<file path="config.mk">
export PLATFORM = sky130hd
export DESIGN_NAME = wide_restoring_divider
export DESIGN_NICKNAME = d
export VERILOG_FILES = /design/src/sv/wrdiv_pkg.sv /design/src/sv/wrdiv_ctrl.sv /design/src/sv/wrdiv_dp.sv /design/src/sv/wide_restoring_divider.sv
export SDC_FILE = /design/constraint.sdc
export NUM_CORES = 2
export LEC_CHECK = 0
export BUFFER_PORTS_ARGS = -buffer_cell sky130_fd_sc_hd__buf_2
export CAP_MARGIN = 20
export CORE_MARGIN = 3
export CORE_UTILIZATION = 55
export CTS_CLUSTER_DIAMETER = 50
export DETAILED_ROUTE_END_ITERATION = 8
export GPL_TIMING_DRIVEN = 0
export PLACE_DENSITY = 0.72
export SLEW_MARGIN = 20
export SYNTH_ARGS = -nofsm -noshare
export SYNTH_HDL_FRONTEND = slang
export SYNTH_SLANG_ARGS = --single-unit
export TNS_END_PERCENT = 30
</file>
<file path="constraint.sdc">
create_clock -name clk -period 9.6 [get_ports clk]
set_input_delay 0.48 -clock clk [delete_from_list [all_inputs] [get_ports clk]]
set_output_delay 0.48 -clock clk [all_outputs]
set_load 0.005 [all_outputs]
</file>
<file path="src/sv/wrdiv_pkg.sv">
// Shared constants and control types for the wide restoring divider.
`default_nettype none
package wrdiv_pkg;

  localparam int WORDS     = 6;
  localparam int WORD_BITS = 32;
  localparam int WIDE      = WORDS * WORD_BITS;
  localparam int CNT_W     = $clog2(WORDS + 1);
  localparam int WIDX_W    = (WORDS > 1) ? $clog2(WORDS) : 1;
  localparam int IDX_W     = $clog2(WIDE);
  localparam int STEP_W    = $clog2(WIDE + 1);
  localparam int SHIFT     = $clog2(WORD_BITS);

  typedef struct packed {
    logic              load;
    logic              load_first;
    logic [WIDX_W-1:0] load_idx;
    logic              prep;
    logic              step;
    logic [IDX_W-1:0]  bit_idx;
    logic              emit;
  } dp_cmd_t;

  typedef struct packed {
    logic strobe;
    logic fin;
    logic zero;
  } out_stat_t;

endpackage
`default_nettype wire

</file>
<file path="src/sv/wrdiv_ctrl.sv">
// Controller state machine: operand loading, division steps and result beats.
`default_nettype none
module wrdiv_ctrl (
  input  logic                clk,
  input  logic                rst_n,
  input  logic                start,
  input  logic                last_word,
  input  logic                divisor_zero,
  output logic                busy,
  output wrdiv_pkg::dp_cmd_t  cmd,
  output wrdiv_pkg::out_stat_t ostat
);
  import wrdiv_pkg::*;

  localparam logic [1:0] ST_IDLE = 2'd0;
  localparam logic [1:0] ST_PREP = 2'd1;
  localparam logic [1:0] ST_DIV  = 2'd2;
  localparam logic [1:0] ST_OUT  = 2'd3;

  logic [1:0]        state_r, state_nxt;
  logic [CNT_W-1:0]  cnt_r, cnt_nxt;
  logic [CNT_W-1:0]  n_r, n_nxt;
  logic [CNT_W-1:0]  outc_r, outc_nxt;
  logic [STEP_W-1:0] step_r, step_nxt;
  logic              zero_r, zero_nxt;
  logic              room;

  assign room = cnt_r < CNT_W'(WORDS);

  always_comb begin
    state_nxt = state_r;
    cnt_nxt   = cnt_r;
    n_nxt     = n_r;
    outc_nxt  = outc_r;
    step_nxt  = step_r;
    zero_nxt  = zero_r;
    cmd       = '0;
    case (state_r)
      ST_IDLE: begin
        if (start) begin
          if (room) begin
            cmd.load       = 1'b1;
            cmd.load_first = (cnt_r == '0);
            cmd.load_idx   = WIDX_W'(cnt_r);
            cnt_nxt        = cnt_r + CNT_W'(1);
          end
          if (last_word) begin
            n_nxt     = room ? cnt_r + CNT_W'(1) : cnt_r;
            cnt_nxt   = '0;
            state_nxt = ST_PREP;
          end
        end
      end
      ST_PREP: begin
        cmd.prep = 1'b1;
        outc_nxt = '0;
        zero_nxt = divisor_zero;
        step_nxt = STEP_W'({n_r, {SHIFT{1'b0}}});
        state_nxt = divisor_zero ? ST_OUT : ST_DIV;
      end
      ST_DIV: begin
        cmd.step    = 1'b1;
        cmd.bit_idx = IDX_W'(step_r - STEP_W'(1));
        step_nxt    = step_r - STEP_W'(1);
        if (step_r == STEP_W'(1)) begin
          state_nxt = ST_OUT;
        end
      end
      ST_OUT: begin
        cmd.emit = 1'b1;
        outc_nxt = outc_r + CNT_W'(1);
        if (outc_r == n_r - CNT_W'(1)) begin
          state_nxt = ST_IDLE;
        end
      end
      default: begin
        state_nxt = ST_IDLE;
      end
    endcase
  end

  always_ff @(posedge clk) begin
    if (!rst_n) begin
      state_r <= ST_IDLE;
      cnt_r   <= '0;
      n_r     <= '0;
      outc_r  <= '0;
      step_r  <= '0;
      zero_r  <= 1'b0;
    end else begin
      state_r <= state_nxt;
      cnt_r   <= cnt_nxt;
      n_r     <= n_nxt;
      outc_r  <= outc_nxt;
      step_r  <= step_nxt;
      zero_r  <= zero_nxt;
    end
  end

  assign busy         = (state_r != ST_IDLE);
  assign ostat.strobe = (state_r == ST_OUT);
  assign ostat.fin    = (state_r == ST_OUT) && (outc_r == n_r - CNT_W'(1));
  assign ostat.zero   = (state_r == ST_OUT) && zero_r;

endmodule
`default_nettype wire

</file>
<file path="src/sv/wrdiv_dp.sv">
// Datapath: operand registers, shift-subtract remainder unit and quotient shifter.
`default_nettype none
module wrdiv_dp (
  input  logic                          clk,
  input  wrdiv_pkg::dp_cmd_t            cmd,
  input  logic [wrdiv_pkg::WORD_BITS-1:0] dividend_word,
  input  logic [wrdiv_pkg::WORD_BITS-1:0] divisor_word,
  output logic                          divisor_zero,
  output logic [wrdiv_pkg::WORD_BITS-1:0] quo_word,
  output logic [wrdiv_pkg::WORD_BITS-1:0] rem_word
);
  import wrdiv_pkg::*;

  logic [WORDS-1:0][WORD_BITS-1:0] dvd_r, dvd_nxt;
  logic [WORDS-1:0][WORD_BITS-1:0] dsr_r, dsr_nxt;
  logic [WIDE-1:0]                 rem_r, rem_nxt;
  logic [WIDE-1:0]                 quo_r, quo_nxt;
  logic [WIDE:0]                   shifted;
  logic [WIDE+1:0]                 trial;

  assign shifted = {rem_r, dvd_r[cmd.bit_idx[IDX_W-1:SHIFT]][cmd.bit_idx[SHIFT-1:0]]};
  assign trial   = {1'b0, shifted} - {2'b00, dsr_r};

  always_comb begin
    dvd_nxt = dvd_r;
    dsr_nxt = dsr_r;
    rem_nxt = rem_r;
    quo_nxt = quo_r;
    if (cmd.load) begin
      if (cmd.load_first) begin
        dvd_nxt = '0;
        dsr_nxt = '0;
      end
      dvd_nxt[cmd.load_idx] = dividend_word;
      dsr_nxt[cmd.load_idx] = divisor_word;
    end
    if (cmd.prep) begin
      rem_nxt = '0;
      quo_nxt = '0;
    end
    if (cmd.step) begin
      rem_nxt = trial[WIDE+1] ? shifted[WIDE-1:0] : trial[WIDE-1:0];
      quo_nxt = {quo_r[WIDE-2:0], ~trial[WIDE+1]};
    end
    if (cmd.emit) begin
      rem_nxt = rem_r >> WORD_BITS;
      quo_nxt = quo_r >> WORD_BITS;
    end
  end

  always_ff @(posedge clk) begin
    dvd_r <= dvd_nxt;
    dsr_r <= dsr_nxt;
    rem_r <= rem_nxt;
    quo_r <= quo_nxt;
  end

  assign divisor_zero = (dsr_r == '0);
  assign quo_word     = quo_r[WORD_BITS-1:0];
  assign rem_word     = rem_r[WORD_BITS-1:0];

endmodule
`default_nettype wire

</file>
<file path="src/sv/wide_restoring_divider.sv">
// Top level of the wide unsigned restoring divider.
//
// Load operands with start while busy is low: each beat carries one 32-bit
// word of dividend and divisor, lowest word first; in_last_word closes both
// operands. Up to 6 words are stored; data of further words is dropped.
// After the last beat busy rises: the setup state, then the shift-subtract
// cycles (n = words loaded), one quotient bit each through a 194-bit
// subtractor, then n result beats on consecutive cycles marked by
// out_strobe, lowest word first, out_final_result on the last one.
// A zero divisor skips the shift-subtract cycles and gives n zero words
// with out_zero_divisor set. The receiver takes every result beat; there
// is no stall path. Synchronous reset drops any operation in progress and
// clears the word count; the operand registers hold no reset value.
`default_nettype none
module wide_restoring_divider (
  input  logic                            clk,
  input  logic                            rst_n,
  input  logic                            start,
  output logic                            busy,
  input  logic [wrdiv_pkg::WORD_BITS-1:0] in_dividend_word,
  input  logic [wrdiv_pkg::WORD_BITS-1:0] in_divisor_word,
  input  logic                            in_last_word,
  output logic                            out_strobe,
  output logic [wrdiv_pkg::WORD_BITS-1:0] out_quotient_word,
  output logic [wrdiv_pkg::WORD_BITS-1:0] out_remainder_word,
  output logic                            out_final_result,
  output logic                            out_zero_divisor
);
  import wrdiv_pkg::*;

  dp_cmd_t              cmd;
  out_stat_t            ostat;
  logic                 divisor_zero;
  logic [WORD_BITS-1:0] quo_word;
  logic [WORD_BITS-1:0] rem_word;

  wrdiv_ctrl u_ctrl (
    .clk          (clk),
    .rst_n        (rst_n),
    .start        (start),
    .last_word    (in_last_word),
    .divisor_zero (divisor_zero),
    .busy         (busy),
    .cmd          (cmd),
    .ostat        (ostat)
  );

  wrdiv_dp u_dp (
    .clk           (clk),
    .cmd           (cmd),
    .dividend_word (in_dividend_word),
    .divisor_word  (in_divisor_word),
    .divisor_zero  (divisor_zero),
    .quo_word      (quo_word),
    .rem_word      (rem_word)
  );

  assign out_strobe         = ostat.strobe;
  assign out_final_result   = ostat.fin;
  assign out_zero_divisor   = ostat.zero;
  assign out_quotient_word  = ostat.zero ? '0 : quo_word;
  assign out_remainder_word = ostat.zero ? '0 : rem_word;

endmodule
`default_nettype wire

</file>
==> flow_summary.json <==
{
  "worstMarginPinSlew_ns": 1.244,
  "end_kind": "flop",
  "maxSlewViolCount": 0,
  "path_buf_inv": 8,
  "overflow": 0,
  "port_buffers": 135,
  "r2r_setup_slack_ns": 0.06,
  "ys_warn_count": 0,
  "p_switching_mw": 9.566,
  "crit_slowest_cell": "a2111oi_2",
  "pwr-share-comb_pct": 49.9,
  "h-tree-depth": 3,
  "rsz0062_at_grt": "yes",
  "status": "complete, no violations",
  "muxShareOfSynthArea_pct": 3.158,
  "drtIter0Drc": 6698,
  "path_max_fanout": 10,
  "finalHoldViolations": 0,
  "finalCritPeriodShare_pct": 99.39,
  "path_clk_slew_ns": 0.06,
  "num_vias": 43990,
  "cts_tree": "done",
  "cpLargestDelayFamily": "compound AO/OA/AOI/OAI gates",
  "dp_hpwl_um": 154900,
  "cpPeakStageDelay_ns": 1.06,
  "max_freq_mhz": 104.8,
  "yosys.area_share.simple_pct": 17.72,
  "dieArea_sq_um": 93090,
  "grt_usage_pct": 41.75,
  "grt_max_degree": 117,
  "gp_congestion": 1.073,
  "synth-compound-area-share_pct": 19.62,
  "syn_to_final_growth_pct": 12.35,
  "cts_root_buffer": "clkbuf_16",
  "drc": 0,
  "cts_hold_buf": 0,
  "setup-tns-final_ns": 0,
  "ys_ff_latch": 788,
  "placeableCoreArea_sq_um": 88510,
  "holdPathEnd": "u_ctrl.zero_r",
  "cts_buffers": 101,
  "first_pass_iters": 8,
  "maxSlewHeadroom_pct": 17.04,
  "ys_seq_area_share_pct": 46.38,
  "yosysUniqueCellTypes": 89,
  "ys.flop_type": "edfxtp_1",
  "rows": 109,
  "avgViaCountPerCell": 6.650,
  "pre_cts_ws_ns": -0.5965,
  "reg2reg_from": "u_ctrl.state_r[0]",
  "grt_pass1_vias": 41210,
  "synthAdderAreaFrac_pct": 5.228,
  "hold_class": "primary input to flop",
  "regToRegEndpoint": "u_dp.rem_r[190]",
  "postPlaceCellArea_sq_um": 51850,
  "multi_input_area_sq_um": 24260,
  "ff_latch_area_sq_um": 22820,
  "powerDensity_nw_per_um2": 368.1,
  "p_leak_nw": 21.14,
  "crit_arrival_ns": 10.11,
  "die_h_um": 305.1,
  "synth.avg_cell_area_sq_um": 9.652,
  "synth_cells": 5098,
  "p_sw_share_pct": 47.01,
  "peakVddDrop_mv": 0.2443,
  "grt_pass1_wl_um": 282500,
  "skew_ns": 0.05891,
  "required_ns": 10.16,
  "synth-async-reset-ratio_pct": 0,
  "setup_ws_ns": 0.05821,
  "hold-path-cell-count": 2,
  "antenna_found_initial": 15,
  "routedWlPerCell_um": 30.10,
  "syn_nets": 5371,
  "layout.nets": 5629,
  "setup_viol": 0,
  "nFillCells": 7395,
  "cts_buffer_depth": 3,
  "final_design_area_no_fill_sq_um": 55280,
  "hold_start": "rst_n",
  "p_int_mw": 10.78,
  "reg2reg_depth": 31,
  "start_util_pct": 55.59,
  "boundaryPins": 136,
  "cts.sinks": 788,
  "ant_nets": 0,
  "synth_area_sq_um": 49200,
  "startpoint_type": "flop",
  "wl_um": 199100,
  "path_class": "flop to flop",
  "synth_top_family_by_area": "compound AO/OA/AOI/OAI gates",
  "die_x_um": 305.1,
  "fin_crit_ns": 9.542,
  "maxCapViolCount": 0,
  "layout_common_cells": "edfxtp_1 (704), a21oi_1 (498), and2_1 (471)",
  "clkPwrFrac_pct": 18.6,
  "synth_xor_area_share_pct": 3.275,
  "synth-edff-count": 704,
  "p_total_mw": 20.35,
  "drive_gt1_share_pct": 8.820,
  "clk_latency_ns": 0.72,
  "seq_power_share_pct": 31.6,
  "final_common_cell": "edfxtp_1"
}
cell type report:
| class | count | share of cell area (%) |
|---|---|---|
| buffer | 299 | 2.238 |
| tap | 1165 | 2.637 |
| inverter | 278 | 1.901 |
| clock inverter | 66 | 1.270 |
| multi-input combinational | 3733 | 43.88 |
| clock buffer | 123 | 4.758 |
| antenna | 8 | 0.03621 |
| timing repair buffer | 155 | 1.994 |
| sequential | 788 | 41.28 |
through the flow:
step	hold slack (ns)	utilization, %	cells
2_1_floorplan	0.4465	-	5098
3_3_place_gp	0.4591	58.00	6398
3_5_place_dp	0.4663	58.58	6414
4_1_cts	0.03115	62.37	6604
5_1_grt	0.05312	62.43	6607
6_report	0.07454	62.46	6615
power by group through the flow:
stage	sequential (mW)	clock (mW)	combinational, mW
4_1_cts	6.34	3.78	9.77
3_5_place_dp	6.39	0	9.70
6_report	6.42	3.78	10.2
2_1_floorplan	6.12	0	6.45
3_3_place_gp	6.31	0	8.21
5_1_grt	6.46	3.93	10.8
worst max path at each step:
stage | start | endpoint | depth (start not counted)
global route | u_ctrl.state_r[0] | u_dp.rem_r[190] | 31
CTS | u_ctrl.state_r[0] | u_dp.rem_r[184] | 30
finish | u_ctrl.state_r[0] | u_dp.rem_r[190] | 31
global placement | u_ctrl.state_r[0] | u_ctrl.state_r[0] | 6
floorplan | u_ctrl.state_r[0] | u_ctrl.state_r[0] | 6
detailed placement | u_ctrl.state_r[0] | u_dp.rem_r[159] | 31
repair_timing:
item,CTS,global route
pin swaps,1,0
gates resized for setup,3,5
setup endpoints to repair,190,33
buffers inserted,1,0
routing by layer:
layer,vias to the layer above,routed length [um],share of wire [%],track usage (%)
li1,19280,-,-,-
met1,21080,78020,39,58.07
met2,3041,80930,41,59.18
met3,582,26970,14,11.33
met4,4,13150,6.6,23.10
met5,-,25,0.013,0
state kept, by name, summed over array words and instances, names as in the netlist:
name	count
u_dp.dsr_r	192
u_dp.dvd_r	192
u_ctrl.step_r	8
u_dp.quo_r	192
u_ctrl.state_r	2
u_ctrl.outc_r	3
u_ctrl.cnt_r	3
u_ctrl.zero_r	1
u_dp.rem_r	192
u_ctrl.n_r	3
cells in the mapped netlist, types with 13 or more instances:
master / instances / area share (%)
a22oi_1: 31 / 0.47
nor2b_1: 63 / 0.80
ha_1: 204 / 5.2
o21a_1: 23 / 0.35
nand3_1: 38 / 0.39
xnor2_1: 114 / 2.0
buf_2: 51 / 0.52
nand2_1: 443 / 3.4
nor4_1: 70 / 0.89
mux2i_1: 54 / 1.1
nor3_1: 62 / 0.63
o22ai_1: 15 / 0.19
inv_1: 278 / 2.1
dfxtp_1: 84 / 3.4
nor2_1: 343 / 2.6
o211ai_1: 13 / 0.20
edfxtp_1: 704 / 43
xor2_1: 70 / 1.2
a32oi_1: 13 / 0.23
and2_1: 471 / 6.0
clkbuf_1: 230 / 1.8
o21bai_1: 67 / 1.0
a21o_1: 87 / 1.3
nand4_1: 128 / 1.6
mux4_2: 43 / 2.0
a31oi_1: 26 / 0.33
a211oi_1: 25 / 0.38
o21ai_0: 311 / 3.2
o21ai_1: 84 / 0.85
a22o_1: 203 / 3.6
a21boi_0: 15 / 0.23
a21oi_1: 498 / 5.1
nand2b_1: 24 / 0.31
o31ai_1: 32 / 0.49
logic make-up after synthesis:
kind of cell | Yosys count
simple gates | 1715
compound gates | 1528
flops | 788
buf+inv | 577
fa+ha+maj | 205
xor+xnor | 184
mux | 101
Power figures use the tool's default switching activity.
